`src/hw/rtl/rfm_pkg.sv`:
```
`default_nettype none

package rfm_pkg;

	// Configuration port geometry.
	localparam int CFG_IDX_W  = 3;
	localparam int CFG_DATA_W = 14;

	// Register indexes on the configuration port.
	localparam logic [CFG_IDX_W-1:0] REG_MIRROR_H   = 3'd0;
	localparam logic [CFG_IDX_W-1:0] REG_MIRROR_V   = 3'd1;
	localparam logic [CFG_IDX_W-1:0] REG_PIXEL_SIZE = 3'd2;
	localparam logic [CFG_IDX_W-1:0] REG_PACKING    = 3'd3;
	localparam logic [CFG_IDX_W-1:0] REG_LINE_BYTES = 3'd4;
	localparam logic [CFG_IDX_W-1:0] REG_LINE_COUNT = 3'd5;

	// Packing codes.
	localparam logic [1:0] PACK_GENERIC    = 2'd0;
	localparam logic [1:0] PACK_LUMA_FIRST = 2'd1;
	localparam logic [1:0] PACK_CHROMA_FST = 2'd2;

	// Field widths.
	localparam int LB_W   = 14;           // line bytes and column
	localparam int LC_W   = 11;           // line count and row
	localparam int UNIT_W = 4;            // pixel or macropixel size
	localparam int BIP_W  = 3;            // byte index inside a pixel
	localparam int POS_W  = LB_W + LC_W;  // linear frame position

	// Remainder unit: one dividend bit per cycle.
	localparam int DIV_STEPS = LB_W;
	localparam int DIV_CNT_W = 4;

	// Result queue.
	localparam int OUT_DEPTH = 8;
	localparam int OUT_PTR_W = 3;
	localparam int OUT_CNT_W = 4;

	typedef struct packed {
		logic             busy;
		logic             done;
		logic [UNIT_W-1:0] rem;
	} rfm_div_status_t;

	typedef struct packed {
		logic             wr_en;
		logic             rd_en;
		logic             rd_zero;
		logic             rd_last;
		logic [7:0]       wdata;
		logic [POS_W-1:0] addr;
	} rfm_mem_req_t;

	typedef struct packed {
		logic       valid;
		logic       last;
		logic [7:0] data;
	} rfm_mem_rsp_t;

endpackage

`default_nettype wire

```
`src/hw/rtl/rfm_rem_unit.sv`:
```
`default_nettype none

// Restoring remainder of a line-sized value by a pixel size, one bit a cycle.
module rfm_rem_unit
	import rfm_pkg::*;
(
	input  wire logic              clk,
	input  wire logic              arst_n,
	input  wire logic              start,
	input  wire logic [LB_W-1:0]   dividend,
	input  wire logic [UNIT_W-1:0] divisor,
	output rfm_div_status_t        status
);

	logic                 busy_q;
	logic                 done_q;
	logic [DIV_CNT_W-1:0] cnt_q;
	logic [LB_W-1:0]      dvd_q;
	logic [UNIT_W-1:0]    dsr_q;
	logic [UNIT_W-1:0]    rem_q;
	logic [UNIT_W:0]      trial;

	assign trial = {rem_q, dvd_q[LB_W-1]};

	always_ff @(posedge clk or negedge arst_n) begin
		if (!arst_n) begin
			busy_q <= 1'b0;
			done_q <= 1'b0;
			cnt_q  <= '0;
		end else begin
			done_q <= 1'b0;
			if (start) begin
				busy_q <= 1'b1;
				cnt_q  <= DIV_CNT_W'(DIV_STEPS - 1);
			end else if (busy_q) begin
				cnt_q <= cnt_q - 1'b1;
				if (cnt_q == '0) begin
					busy_q <= 1'b0;
					done_q <= 1'b1;
				end
			end
		end
	end

	always_ff @(posedge clk) begin
		if (start) begin
			dvd_q <= dividend;
			dsr_q <= divisor;
			rem_q <= '0;
		end else if (busy_q) begin
			dvd_q <= {dvd_q[LB_W-2:0], 1'b0};
			if (trial >= {1'b0, dsr_q}) begin
				rem_q <= UNIT_W'(trial - {1'b0, dsr_q});
			end else begin
				rem_q <= trial[UNIT_W-1:0];
			end
		end
	end

	assign status.busy = busy_q;
	assign status.done = done_q;
	assign status.rem  = rem_q;

endmodule

`default_nettype wire

```
`config.mk`:
```
export PLATFORM = sky130hd
export DESIGN_NAME = rfm_rem_unit
export DESIGN_NICKNAME = d
export VERILOG_FILES = /design/src/hw/rtl/rfm_pkg.sv /design/src/hw/rtl/rfm_rem_unit.sv
export SDC_FILE = /design/constraint.sdc
export NUM_CORES = 1
export LEC_CHECK = 0
export BUFFER_PORTS_ARGS = -buffer_cell sky130_fd_sc_hd__buf_4
export CORE_MARGIN = 2
export CORE_UTILIZATION = 48
export DETAILED_ROUTE_END_ITERATION = 8
export PLACE_DENSITY = 0.85
export SYNTH_ARGS = -nofsm -noshare
export SYNTH_HDL_FRONTEND = slang
export SYNTH_SLANG_ARGS = --single-unit
```
`constraint.sdc`:
```
create_clock -name clk -period 1.8 [get_ports clk]
set_clock_uncertainty 0.15 [all_clocks]
set_input_delay 0.36 -clock clk [delete_from_list [all_inputs] [get_ports clk]]
set_output_delay 0.36 -clock clk [all_outputs]
set_load 0.02 [all_outputs]
```
==> results.sh <==
export IMPL_synth_adder_area_share_pct=5.96
export IMPL_synth_compound_area_share_pct=11.2
export IMPL_r2r_end="rem_q[1]"
export IMPL_placed_cell_area_sq_um=1660
export IMPL_htreeDepth=1
export IMPL_track_usage_pct=15.6
export IMPL_cts_sinks=28
export IMPL_final_nets=170
export IMPL_die_h_um=57.7
export IMPL_holdPathEnd="dsr_q[0]"
export IMPL_final_cells=173
export IMPL_finalHoldViolCount=0
export IMPL_leakage_uw=0.000725
export IMPL_drc=0
export IMPL_dr_total_vias=934
export IMPL_grt_pass1_wl_um=4050
export IMPL_r2r_start="dvd_q[13]"
export IMPL_avgSynthCellArea_sq_um=12.9
export IMPL_synthSimpleGateAreaFrac_pct=10.7
export IMPL_synthMuxAreaShare_pct=10.6
export IMPL_worstSetupPathType="reg -> reg"
export IMPL_synth_xor_area_share_pct=1.90
export IMPL_root_buffer="clkbuf_4"
export IMPL_hpwl_um=1830
export IMPL_cp_num_buf_inv=2
export IMPL_slew_violations=0
export IMPL_postRouteWirelength_um=2610
export IMPL_diodes=0
export IMPL_crit_slowest_cell="fa_2"
export IMPL_fmax_ghz=0.506
export IMPL_cts_tree="done"
export IMPL_rsz0062_at_grt="true"
export IMPL_die_area_sq_um=3330
export IMPL_synth_seq_area_share_pct=55.6
export IMPL_clk_latency_ps=320
export IMPL_synth_main_ff_cell="edfxtp_1"
export IMPL_setup_viol=3
export IMPL_drtIter0Drc=27
export IMPL_synthArstFlopShare_pct=21.4
export IMPL_synth_cell_types=35
export IMPL_syn_area_sq_um=1390
export IMPL_min_period_ps=1980
export IMPL_worst_slew_pin_transition_ps=370
export IMPL_grt_max_degree=29
export IMPL_ir_drop_uv=839
export IMPL_slowest_delay_ps=520
export IMPL_syn_nets=134
export IMPL_drive_gt1_share_pct=45.8
export IMPL_ys_ff_latch=28
export IMPL_wl_per_cell_um=15.1
export IMPL_ant_nets=0
export IMPL_whs_path_depth=1
export IMPL_routabilityCongestion=0.843
export IMPL_cts_path_max_buffers=2
export IMPL_dp_cells=166
export IMPL_crit_fanout=2
export IMPL_rr_worst_depth=6
export IMPL_first_pass_iters=4
export IMPL_clk_pin_slew_ps=150
export IMPL_finalPower_uw=1860
export IMPL_relSlewSlack_pct=75.3
export IMPL_cts_inserted_buffers=3
export IMPL_die_x_um=57.7
export IMPL_grt_antenna_before_repair=0
export IMPL_synth_edf_count=18
export IMPL_fin_crit_sh_pct=110
export IMPL_status="complete, but fails checks"
export IMPL_finalHoldWorstSlack_ps=51.6
export IMPL_cp_start_kind="flop"
export IMPL_start_util_pct=50.2
export IMPL_crit_path_cell_trace="inv_2 > ha_4 > inv_2 > fa_2 > or3b_1 > a311oi_1"
export IMPL_min_delay_path_class="in -> reg"
export IMPL_r2r_setup_slack_ps=-180
export IMPL_synth_top_family_by_area="compound AO/OA/AOI/OAI gates"
export IMPL_required_ps=1890
export IMPL_syn2layout_area_growth_pct=26.7
export IMPL_critPathCaptureType="flop"
export IMPL_cpMostUsedCell="inv_2"
export IMPL_ys_warnings_count=0
export IMPL_arrival_ps=2070
export IMPL_synthCells=107
export IMPL_port_buffers=26
export IMPL_gr_total_overflow=0
export IMPL_path_delay_family="adder cells"
export IMPL_core_area_sq_um=2760
export IMPL_viasPerCell=5.40
export IMPL_tns_ps=-437
export IMPL_grt_pass1_vias=901
export IMPL_violations="setup timing"
export IMPL_max_cap_viol_count=0
export IMPL_io_pins=27
export IMPL_worst_slack_ps=-177
export IMPL_powerDensity_nw_per_um2=1060
export IMPL_stdcell_area_sq_um=1760
export IMPL_rows=19
export IMPL_hold_start="divisor[0]"
-- logic make-up after synthesis --
family | after synthesis
compound gates | 19
mux | 13
buf+inv | 13
flops | 28
fa+ha+maj | 6
simple gates | 25
xor+xnor | 3
-- how the worst max path moves through the flow --
stage,to,from,cells past startpoint
global placement,rem_q[0],dsr_q[0],5
finish,rem_q[1],dvd_q[13],6
global route,rem_q[1],dvd_q[13],6
CTS,rem_q[1],dvd_q[13],6
detailed placement,rem_q[1],dsr_q[0],5
floorplan,rem_q[1],dvd_q[13],6
-- stage by stage --
stage	worst slack [ps]	utilization (%)
after floorplan	-63.2	-
after global placement	-100	60.1
after detailed placement	-179	60.1
after CTS	-145	62.4
after global routing	-254	63.7
final	-177	63.7
-- routing by layer --
metal / track usage, % / share of wire (%) / routed length [um] / vias up
met5: 0 / 0 / 0 / -
li1: - / - / - / 462
met2: 25.0 / 49 / 1290 / 25
met4: 3.99 / 0.61 / 16 / 0
met1: 22.5 / 46 / 1190 / 445
met3: 2.46 / 4.3 / 111 / 2
-- flip-flops by register name (all words and copies together) (netlist names) --
signal / cells
dvd_q: 14
cnt_q: 4
dsr_q: 4
rem_q: 4
busy_q: 1
done_q: 1
-- power breakdown --
part | switching (uW) | internal [uW] | leakage (uW)
Combinational | 355 | 418 | 0.000422
Clock | 176 | 81.1 | 0.0000154
Sequential | 60.6 | 769 | 0.000288
-- layout by cell type, fill, tap and decap left out, drive strengths merged, types with 2 or more instances in the layout --
master / netlist / final
o21bai: 2 / 2
o32ai: 2 / 2
nor4b: 2 / 2
o31ai: 2 / 2
inv: 8 / 8
o21ai: 3 / 3
o21a: 2 / 2
dfxtp: 4 / 4
a21oi: 2 / 2
nor2: 7 / 7
edfxtp: 18 / 18
a311oi: 2 / 2
nor2b: 2 / 2
nand2b: 4 / 4
dfrtp: 6 / 6
mux2: 13 / 13
a21o: 2 / 2
or2: 3 / 3
clkbuf: 2 / 3
buf: 3 / 35
xnor2: 3 / 3
ha: 5 / 5
-- area by class of cell --
class                           instances  area (sq um)
Timing Repair Buffer                   36           273
Clock buffer                            3          22.5
Sequential cell                        28           771
Tap cell                               31          38.8
Fill cell                             209          1000
Inverter                                8          30.0
Multi-Input combinational cell         66           617
Clock inverter                          1          3.75
-- synthesized netlist by cell type (2+ instances only) --
cell type	instances	area, sq um
o32ai_1	2	17.5
o21bai_1	2	15.0
nor4b_1	2	17.5
o21a_1	2	15.0
a311oi_1	2	17.5
clkbuf_1	2	7.51
mux2_2	13	146
edfxtp_1	18	541
xnor2_1	3	26.3
nand2b_1	4	25.0
ha_1	5	62.6
inv_1	8	30.0
nor2_1	7	26.3
dfxtp_1	4	80.1
a21o_1	2	15.0
buf_4	2	15.0
a21oi_1	2	10.0
o31ai_1	2	15.0
nor2b_1	2	12.5
o21ai_0	3	15.0
dfrtp_1	6	150
-- what timing repair did --
item | 4_1_cts | 5_1_grt
setup buffers | 1 | 1
gates resized for setup | 4 | 6
hold endpoints to repair | 6 | 0
gates cloned | 0 | 0
pin swaps | 4 | 5
hold buffers | 1 | 0
setup endpoints to repair | 4 | 4
No activity file was read; power rests on OpenSTA's default activity.
