File: src/hw/rtl/rfm_pkg.sv
`default_nettype none

package rfm_pkg;

	// Configuration port geometry.
	localparam int CFG_IDX_W  = 3;
	localparam int CFG_DATA_W = 14;

	// Register indexes on the configuration port.
	localparam logic [CFG_IDX_W-1:0] REG_MIRROR_H   = 3'd0;
	localparam logic [CFG_IDX_W-1:0] REG_MIRROR_V   = 3'd1;
	localparam logic [CFG_IDX_W-1:0] REG_PIXEL_SIZE = 3'd2;
	localparam logic [CFG_IDX_W-1:0] REG_PACKING    = 3'd3;
	localparam logic [CFG_IDX_W-1:0] REG_LINE_BYTES = 3'd4;
	localparam logic [CFG_IDX_W-1:0] REG_LINE_COUNT = 3'd5;

	// Packing codes.
	localparam logic [1:0] PACK_GENERIC    = 2'd0;
	localparam logic [1:0] PACK_LUMA_FIRST = 2'd1;
	localparam logic [1:0] PACK_CHROMA_FST = 2'd2;

	// Field widths.
	localparam int LB_W   = 14;           // line bytes and column
	localparam int LC_W   = 11;           // line count and row
	localparam int UNIT_W = 4;            // pixel or macropixel size
	localparam int BIP_W  = 3;            // byte index inside a pixel
	localparam int POS_W  = LB_W + LC_W;  // linear frame position

	// Remainder unit: one dividend bit per cycle.
	localparam int DIV_STEPS = LB_W;
	localparam int DIV_CNT_W = 4;

	// Result queue.
	localparam int OUT_DEPTH = 8;
	localparam int OUT_PTR_W = 3;
	localparam int OUT_CNT_W = 4;

	typedef struct packed {
		logic             busy;
		logic             done;
		logic [UNIT_W-1:0] rem;
	} rfm_div_status_t;

	typedef struct packed {
		logic             wr_en;
		logic             rd_en;
		logic             rd_zero;
		logic             rd_last;
		logic [7:0]       wdata;
		logic [POS_W-1:0] addr;
	} rfm_mem_req_t;

	typedef struct packed {
		logic       valid;
		logic       last;
		logic [7:0] data;
	} rfm_mem_rsp_t;

endpackage

`default_nettype wire

File: src/hw/rtl/rfm_out_fifo.sv
`default_nettype none

// Result queue between the frame store and the output channel.
module rfm_out_fifo
	import rfm_pkg::*;
(
	input  wire logic        clk,
	input  wire logic        arst_n,
	input  rfm_mem_rsp_t     push,
	input  wire logic        pop,
	output logic             valid,
	output logic [7:0]       data,
	output logic             last
);

	logic [8:0]           slot_q [OUT_DEPTH];
	logic [OUT_PTR_W-1:0] wr_ptr_q;
	logic [OUT_PTR_W-1:0] rd_ptr_q;
	logic [OUT_CNT_W-1:0] count_q;
	logic                 do_pop;

	assign do_pop = pop && (count_q != '0);

	always_ff @(posedge clk) begin
		if (push.valid) begin
			slot_q[wr_ptr_q] <= {push.last, push.data};
		end
	end

	always_ff @(posedge clk or negedge arst_n) begin
		if (!arst_n) begin
			wr_ptr_q <= '0;
			rd_ptr_q <= '0;
			count_q  <= '0;
		end else begin
			if (push.valid) begin
				wr_ptr_q <= wr_ptr_q + 1'b1;
			end
			if (do_pop) begin
				rd_ptr_q <= rd_ptr_q + 1'b1;
			end
			if (push.valid && !do_pop) begin
				count_q <= count_q + 1'b1;
			end else if (!push.valid && do_pop) begin
				count_q <= count_q - 1'b1;
			end
		end
	end

	assign valid = (count_q != '0);
	assign last  = slot_q[rd_ptr_q][8];
	assign data  = slot_q[rd_ptr_q][7:0];

endmodule

`default_nettype wire
File: config.mk
export PLATFORM = sky130hd
export DESIGN_NAME = rfm_out_fifo
export DESIGN_NICKNAME = d
export VERILOG_FILES = /design/src/hw/rtl/rfm_pkg.sv /design/src/hw/rtl/rfm_out_fifo.sv
export SDC_FILE = /design/constraint.sdc
export NUM_CORES = 1
export LEC_CHECK = 0
export BUFFER_PORTS_ARGS = -buffer_cell sky130_fd_sc_hd__buf_2
export CAP_MARGIN = 30
export CELL_PAD_IN_SITES_DETAIL_PLACEMENT = 1
export CELL_PAD_IN_SITES_GLOBAL_PLACEMENT = 1
export CORE_ASPECT_RATIO = 0.7
export CORE_MARGIN = 10
export CORE_UTILIZATION = 55
export DETAILED_ROUTE_END_ITERATION = 12
export PLACE_DENSITY_LB_ADDON = 0.1
export SKIP_LAST_GASP = 1
export SLEW_MARGIN = 5
export SYNTH_ARGS = -nofsm -noshare
export SYNTH_HDL_FRONTEND = slang
export SYNTH_SLANG_ARGS = --single-unit
File: constraint.sdc
create_clock -name clk -period 4.15 [get_ports clk]
set_input_delay 1.245 -clock clk [delete_from_list [all_inputs] [get_ports clk]]
set_output_delay 1.245 -clock clk [all_outputs]
set_load 0.01 [all_outputs]
==> impl_table.tex, run 1 <==
\begin{tabular}{lr}
\hline
Metric & Value \\
\hline
\multicolumn{2}{l}{\textbf{STA}} \\
Post-route minimum period & 3.387 ns \\
Tightest slew margin relative to the limit & 38.41\% \\
Final setup viols & 0 \\
Sum Neg Setup Slack & 0 ns \\
Worst Setup Slack, final & 0.7625 ns \\
Final number of max-transition violations & 0 \\
Final clock skew & 0.006171 ns \\
Part of the cycle the worst path needs & 81.63\% \\
Maximum operating frequency & 295.2 MHz \\
Unrepaired setup endpoints after global routing & no \\
Final number of hold-violating endpoints & 0 \\
Slew @ Worst Pin & 0.9204 ns \\
\multicolumn{2}{l}{\textbf{Finish}} \\
Number of diodes added for antenna fixing & 0 \\
Share of post-route cells with drive strength above 1 & 33.50\% \\
Area of the multi-input gates & 920.9 um\^{}2 \\
Commonest non-fill, non-tap cells in the layout & sky130\_fd\_sc\_hd\_\_edfxtp\_1 (72), sky130\_fd\_sc\_hd\_\_buf\_2 (22), sky130\_fd\_sc\_hd\_\_dfrtp\_1 (10) \\
Signed area change from the synthesized netlist to the final layout & 13.05\% \\
Total Nets Final & 217 \\
Area taken by flip-flops and latches & 2412 um\^{}2 \\
FILL cells & 496 \\
Most common cell after layout, fill and taps aside & sky130\_fd\_sc\_hd\_\_edfxtp\_1 \\
\multicolumn{2}{l}{\textbf{Job}} \\
Maximum capacitance violations & 0 \\
\multicolumn{2}{l}{\textbf{GRT}} \\
Antenna violations before repair & 0 \\
Maximum number of pins on one net before global-route repair & 21 \\
First-pass GRT wire length & 10080 um \\
Number of global-route vias before repair & 1796 \\
GRT Resource Usage Total & 13.86\% \\
Overflow left after global routing & 0 \\
\multicolumn{2}{l}{\textbf{Critical path}} \\
Cell with the largest stage delay on the worst path & sky130\_fd\_sc\_hd\_\_mux4\_1 \\
Required time at the endpoint of the critical path & 2.90 ns \\
Crit path max fanout & 18 \\
Worst path buffer plus inverter count & 2 \\
Worst flop-to-flop path startpoint & count\_q[0] \\
R2R Path End & count\_q[3] \\
Reg2reg path depth & 8 \\
Longest individual stage delay on the worst path & 0.62 ns \\
Slack of the worst reg-to-reg path & 1.32 ns \\
Worst setup EP type & output port \\
Kind of cell with the highest combined delay on the critical path & multiplexers \\
Worst path cell trace & buf\_4, mux4\_1, mux2\_4, buf\_2 \\
Type of element launching the critical path & flop \\
Data arrival time at the worst-slack endpoint & 2.14 ns \\
Worst setup path category & flop to output port \\
\multicolumn{2}{l}{\textbf{Synthesis}} \\
Warning count from the yosys run & 0 \\
Cells after synthesis & 163 \\
Sequential share of the synthesized area & 71.25\% \\
Post-Synthesis Net Count & 182 \\
Total of flip-flops plus latches after synthesis & 82 \\
Count of different cell masters after synthesis & 29 \\
Share of the synthesized area in the top cell type & 63.86\% \\
Post-Syn Area & 3386 um\^{}2 \\
Synth area leader & sky130\_fd\_sc\_hd\_\_edfxtp\_1 \\
Mapped Avg Cell Area & 20.77 um\^{}2 \\
Biggest area contributors in the synthesized netlist & sky130\_fd\_sc\_hd\_\_edfxtp\_1 (64\%), sky130\_fd\_sc\_hd\_\_dfrtp\_1 (7.4\%), sky130\_fd\_sc\_hd\_\_mux4\_1 (7.0\%), sky130\_fd\_sc\_hd\_\_mux4\_2 (6.0\%), sky130\_fd\_sc\_hd\_\_mux2\_4 (4.0\%) \\
\multicolumn{2}{l}{\textbf{Hold path}} \\
Worst hold path cell count & 1 \\
Worst hold endpoint & rd\_ptr\_q[0] \\
Hold path startpoint & rd\_ptr\_q[0] \\
HP Class & flop to flop \\
\multicolumn{2}{l}{\textbf{Detailed routing}} \\
Via count & 1636 \\
\# DRC & 0 \\
Post-route antenna net violation count & 0 \\
Via-to-Cell Ratio & 5.885 \\
Final routed wire length divided by cell count & 22.61 um \\
Total detailed-routing wirelength & 6285 um \\
Number of iterations in the first detailed-routing pass & 6 \\
Number of DRC violations after detailed-routing iteration 0 & 76 \\
\multicolumn{2}{l}{\textbf{CTS}} \\
CTS max path bufs & 2 \\
Clock tree from TritonCTS & built \\
Post-CTS Setup Bufs & 0 \\
Clock input transition at the sequential cells of the worst setup and hold paths & 0.08 ns \\
Number of buffers added by the clock tree synthesis step & 9 \\
Clock latency reported for the late side of the worst-skew pair & 0.35 ns \\
PostCTS Resize Cnt & 0 \\
Sinks on the clock net & 82 \\
H-tree Lvls & 3 \\
CTS root buf & sky130\_fd\_sc\_hd\_\_clkbuf\_8 \\
Number of hold buffers added after cts & 0 \\
\multicolumn{2}{l}{\textbf{Placed design}} \\
Half-perimeter wire length of the detailed placement result & 4279 um \\
GPL Wtd Cong & 0.7136 \\
Worst slack at placement & 1.033 ns \\
Number of buffer cells added on primary ports & 22 \\
\multicolumn{2}{l}{\textbf{Pwr}} \\
Leakage power & 1.365 nW \\
Max IR drop VDD & 416.6 uV \\
P per Cell Area & 702.7 nW/um\^{}2 \\
\multicolumn{2}{l}{\textbf{Floorplan}} \\
Die outline area & 9744 um\^{}2 \\
Horiz. Die Dim & 113.8 um \\
Die height & 85.65 um \\
Row count & 23 \\
Initial Utilization & 57.96\% \\
Io pins & 23 \\
Core Area & 5842 um\^{}2 \\
\multicolumn{2}{l}{\textbf{Status}} \\
Run status & completed \\
\hline
\end{tabular}
final cells by class:
cell class,instances,share of cell area [%]
sequential,82,63.03
multi-input combinational,74,24.06
timing repair buffer,30,4.446
clock buffer,9,3.236
clock inverter,7,2.681
tap,75,2.452
inverter,1,0.09807
stage by stage:
step,hold slack [ns],total power [mW],std cells,area [um^2],util [%]
6_report,0.5171,2.690,278,3827,65.52
3_3_place_gp,0.4944,2.016,257,3563,61.00
3_5_place_dp,0.5024,2.081,259,3578,61.26
4_1_cts,0.5182,2.724,275,3805,65.13
2_1_floorplan,0.4788,1.830,163,3386,-
5_1_grt,0.5525,2.852,278,3827,65.52
how the worst max path moves through the flow:
stage	from	endpoint	slack [ns]	depth (start not counted)
after floorplan	pop	count_q[3]	1.37	7
after global routing	rd_ptr_q[0]	data[0]	0.65	4
after detailed placement	pop	count_q[3]	1.03	8
after CTS	rd_ptr_q[0]	data[0]	0.72	4
final	rd_ptr_q[0]	data[0]	0.76	4
after global placement	rd_ptr_q[0]	data[0]	1.15	4
per-layer routing:
layer	track usage, %	routed length (um)	up-vias
li1	-	-	742
met1	17.64	2845	845
met2	21.74	3089	40
met3	4.245	278	9
met4	5.675	72	0
met5	0	0	-
power breakdown:
part | total (mW) | switching (mW) | internal [mW]
sequential | 1.20 | 0.148 | 1.06
combinational | 0.848 | 0.372 | 0.476
clock | 0.637 | 0.294 | 0.344
total | 2.69 | 0.814 | 1.88
state kept, by name, indices dropped and copies added (netlist names):
signal / flops
slot_q: 72
count_q: 4
rd_ptr_q: 3
wr_ptr_q: 3
cell usage after synthesis:
cell / number
sky130_fd_sc_hd__nor3_1: 3
sky130_fd_sc_hd__mux2i_1: 1
sky130_fd_sc_hd__nor2_1: 6
sky130_fd_sc_hd__fa_1: 1
sky130_fd_sc_hd__mux2_4: 9
sky130_fd_sc_hd__inv_1: 1
sky130_fd_sc_hd__a21oi_1: 2
sky130_fd_sc_hd__xor2_1: 1
sky130_fd_sc_hd__clkbuf_1: 2
sky130_fd_sc_hd__ha_1: 5
sky130_fd_sc_hd__or4_1: 1
sky130_fd_sc_hd__or3_1: 1
sky130_fd_sc_hd__nand2_1: 6
sky130_fd_sc_hd__o21ai_0: 1
sky130_fd_sc_hd__mux2_2: 3
sky130_fd_sc_hd__a2111o_1: 1
sky130_fd_sc_hd__mux4_1: 9
sky130_fd_sc_hd__o211ai_1: 2
sky130_fd_sc_hd__nand2b_1: 3
sky130_fd_sc_hd__dfrtp_1: 10
sky130_fd_sc_hd__buf_6: 1
sky130_fd_sc_hd__buf_12: 1
sky130_fd_sc_hd__nand3b_1: 1
sky130_fd_sc_hd__buf_2: 2
sky130_fd_sc_hd__nand3_1: 3
sky130_fd_sc_hd__xnor2_1: 5
sky130_fd_sc_hd__edfxtp_1: 72
sky130_fd_sc_hd__mux4_2: 9
sky130_fd_sc_hd__or4_4: 1
logic make-up after synthesis:
logic type               share of synthesized area (%)
flip-flops                                       71.25
AND/OR/NAND/NOR                                  3.732
AO/OA/AOI/OAI                                    1.219
multiplexers                                     18.26
XOR/XNOR                                         1.552
adder cells (fa/ha/maj)                          2.439
buffers and inverters                            1.552
(Power assumes the default switching activity.)
==> inputs of run 2 (changes only) <==
--- a/config.mk
+++ b/config.mk
@@ -11,7 +11,7 @@
 export CELL_PAD_IN_SITES_GLOBAL_PLACEMENT = 1
 export CORE_ASPECT_RATIO = 0.7
 export CORE_MARGIN = 10
-export CORE_UTILIZATION = 55
+export CORE_UTILIZATION = 47
 export DETAILED_ROUTE_END_ITERATION = 12
 export PLACE_DENSITY_LB_ADDON = 0.1
 export SKIP_LAST_GASP = 1
==> constraint.sdc (replaced) <==
create_clock -name clk -period 2.85 [get_ports clk]
set_input_delay 0.855 -clock clk [delete_from_list [all_inputs] [get_ports clk]]
set_output_delay 0.855 -clock clk [all_outputs]
set_load 0.01 [all_outputs]
==> run 2 against run 1 <==
Design area rose by 1.8%; sequential share of layout area fell by 1.1 points; largest power group unchanged; critical path depth did not move; via count rose by 0.86%.
==> impl_table.tex, run 2 (same netlist as run 1, synthesis figures left out) <==
\begin{tabular}{lr}
\hline
Metric & Value \\
\hline
\multicolumn{2}{l}{\textbf{GRT}} \\
Number of global-route vias before repair & 1839 (was 1796) \\
Antenna violations before repair & 0 (unchanged) \\
First-pass GRT wire length & 10500 um (was 10080 um) \\
Maximum number of pins on one net before global-route repair & 21 (unchanged) \\
Overflow left after global routing & 0 (unchanged) \\
GRT Resource Usage Total & 12.72\% (was 13.86\%) \\
\multicolumn{2}{l}{\textbf{Finish}} \\
Share of post-route cells with drive strength above 1 & 35.10\% (was 33.50\%) \\
FILL cells & 617 (was 496) \\
Most common cell after layout, fill and taps aside & sky130\_fd\_sc\_hd\_\_edfxtp\_1 (unchanged) \\
Largest registers & slot\_q: 72 flops, count\_q: 4 flops (unchanged) \\
Number of diodes added for antenna fixing & 0 (unchanged) \\
Commonest non-fill, non-tap cells in the layout & sky130\_fd\_sc\_hd\_\_edfxtp\_1 (72), sky130\_fd\_sc\_hd\_\_buf\_2 (22), sky130\_fd\_sc\_hd\_\_buf\_4 (10) (was sky130\_fd\_sc\_hd\_\_edfxtp\_1 (72), sky130\_fd\_sc\_hd\_\_buf\_2 (22), sky130\_fd\_sc\_hd\_\_dfrtp\_1 (10)) \\
Fin cells & 302 (was 278) \\
Core utilization of the finished layout & 56.60\% (was 65.52\%) \\
Signed area change from the synthesized netlist to the final layout & 15.04\% (was 13.05\%) \\
Total Nets Final & 222 (was 217) \\
Max reg flops & 72 (unchanged) \\
Most flops, register & slot\_q (unchanged) \\
\multicolumn{2}{l}{\textbf{CTS}} \\
Number of hold buffers added after cts & 0 (unchanged) \\
Sinks on the clock net & 82 (unchanged) \\
H-tree Lvls & 3 (unchanged) \\
CTS max path bufs & 2 (unchanged) \\
Clock tree from TritonCTS & built (unchanged) \\
Clock input transition at the sequential cells of the worst setup and hold paths & 0.08 ns (about the same) \\
Clock latency reported for the late side of the worst-skew pair & 0.34 ns (was 0.35 ns) \\
Number of buffers added by the clock tree synthesis step & 9 (unchanged) \\
CTS root buf & sky130\_fd\_sc\_hd\_\_clkbuf\_8 (unchanged) \\
\multicolumn{2}{l}{\textbf{Detailed routing}} \\
Post-route antenna net violation count & 0 (unchanged) \\
Final routed wire length divided by cell count & 22.15 um (was 22.61 um) \\
Total detailed-routing wirelength & 6690 um (was 6285 um) \\
Via-to-Cell Ratio & 5.464 (was 5.885) \\
Number of iterations in the first detailed-routing pass & 4 (was 6) \\
Number of DRC violations after detailed-routing iteration 0 & 87 (was 76) \\
\# DRC & 0 (unchanged) \\
Via count & 1650 (was 1636) \\
\multicolumn{2}{l}{\textbf{STA}} \\
Slew @ Worst Pin & 0.3589 ns (was 0.9204 ns) \\
Tightest slew margin relative to the limit & 76.07\% (was 38.41\%) \\
Final clock skew & 0.004058 ns (was 0.006171 ns) \\
Final number of max-transition violations & 0 (unchanged) \\
Unrepaired setup endpoints after global routing & yes (was no) \\
Final setup viols & 0 (unchanged) \\
Part of the cycle the worst path needs & 98.85\% \\
Post-route minimum period & 2.817 ns \\
Final number of hold-violating endpoints & 0 (unchanged) \\
Maximum operating frequency & 355.0 MHz \\
\multicolumn{2}{l}{\textbf{Critical path}} \\
Longest individual stage delay on the worst path & 0.57 ns (was 0.62 ns) \\
Worst setup path category & flop to output port (unchanged) \\
Data arrival time at the worst-slack endpoint & 1.96 ns (was 2.14 ns) \\
Crit path max fanout & 9 (was 18) \\
Cell with the largest stage delay on the worst path & sky130\_fd\_sc\_hd\_\_mux4\_1 (unchanged) \\
Required time at the endpoint of the critical path & 2.00 ns (was 2.90 ns) \\
Type of element launching the critical path & flop (unchanged) \\
Worst path cell trace & buf\_12, mux4\_1, mux2\_4, buf\_2 (was buf\_4, mux4\_1, mux2\_4, buf\_2) \\
Slack of the worst reg-to-reg path & 0.08 ns (was 1.32 ns) \\
Worst setup EP type & output port (unchanged) \\
\multicolumn{2}{l}{\textbf{Hold path}} \\
HP Class & input pin to asynchronous set/reset pin (was flop to flop) \\
\multicolumn{2}{l}{\textbf{Floorplan}} \\
Die height & 91.01 um (was 85.65 um) \\
Row count & 25 (was 23) \\
Horiz. Die Dim & 121.4 um (was 113.8 um) \\
Initial Utilization & 49.20\% (was 57.96\%) \\
Core Area & 6882 um\^{}2 (was 5842 um\^{}2) \\
Io pins & 23 (unchanged) \\
Die outline area & 11050 um\^{}2 (was 9744 um\^{}2) \\
\multicolumn{2}{l}{\textbf{Placed design}} \\
Half-perimeter wire length of the detailed placement result & 4365 um (was 4279 um) \\
Placed Cells & 284 (was 259) \\
GPL Wtd Cong & 0.7388 (was 0.7136) \\
Number of buffer cells added on primary ports & 22 (unchanged) \\
\multicolumn{2}{l}{\textbf{Pwr}} \\
Max IR drop VDD & 468.5 uV (was 416.6 uV) \\
P per Cell Area & 1007 nW/um\^{}2 (was 702.7 nW/um\^{}2) \\
Total power after layout & 3.923 mW (was 2.690 mW) \\
Leakage power & 1.388 nW (was 1.365 nW) \\
\multicolumn{2}{l}{\textbf{Status}} \\
Run status & completed (unchanged) \\
\multicolumn{2}{l}{\textbf{Job}} \\
Maximum capacitance violations & 0 (unchanged) \\
\hline
\end{tabular}
run 2: changes by cell type in the layout (fill, tap and decap cells not counted), moves of 2 or more:
cell                       delta
sky130_fd_sc_hd__clkinv_1     +2
sky130_fd_sc_hd__clkinv_4     -3
sky130_fd_sc_hd__buf_4        +2
sky130_fd_sc_hd__clkinv_2     +3
sky130_fd_sc_hd__buf_12       +2
run 2: layer usage:
metal / vias up / track usage [%] / share of wire [%]
met4: 0 / 4.653 / 0.76
met1: 868 / 17.03 / 47
met3: 6 / 4.453 / 4.4
li1: 743 / - / -
met5: - / 0 / 0
met2: 33 / 18.71 / 48
run 2: power breakdown:
part | internal, mW | switching (mW) | leakage, nW
sequential | 1.54 | 0.158 | 0.771
combinational | 0.801 | 0.648 | 0.523
clock | 0.394 | 0.382 | 0.0939
run 2: worst paths after layout:
check                                    to  cells after the start         from
worst max-delay path                data[3]                      4  rd_ptr_q[0]
worst min-delay path             count_q[3]                      1       arst_n
worst max register to register   count_q[3]                      8   count_q[0]
worst min register to register   count_q[2]                      2   count_q[2]
max in group asynchronous       rd_ptr_q[0]                      1       arst_n
min in group clk                 count_q[2]                      2   count_q[2]
run 2: per-stage QoR:
step / hold slack [ns] / setup slack, ns / cell area, um^2 / TNS, ns
floorplan: 0.4788 / 0.2933 / 3386 / 0
detailed placement: 0.5520 / 0.03137 / 3672 / 0
global placement: 0.5316 / 0.2698 / 3672 / 0
finish: 0.3665 / 0.03286 / 3895 / 0
CTS: 0.3553 / -0.003460 / 3892 / -0.003460
global route: 0.3614 / -0.04505 / 3895 / -0.1925
run 2: area by class of cell:
class | instances | area (um^2) | share of cell area, %
Sequential cell | 82 | 2414 | 61.97
Multi-Input combinational cell | 74 | 923.4 | 23.71
Timing Repair Buffer | 35 | 252.7 | 6.489
Clock buffer | 9 | 123.9 | 3.180
Tap cell | 94 | 117.6 | 3.020
Clock inverter | 7 | 60.06 | 1.542
Inverter | 1 | 3.754 | 0.09637
run 2: worst max-delay path: cells and delay by family, from the launching register on:
family,cells,cell delay (ns)
flip-flops,1,0.46
buffers and inverters,2,0.31
multiplexers,2,0.86
run 2: repair_timing:
item	4_1_cts	5_1_grt
endpoints found under the setup margin	9	10
buffers inserted	1	0
gates resized for setup	2	1
gates cloned	1	0
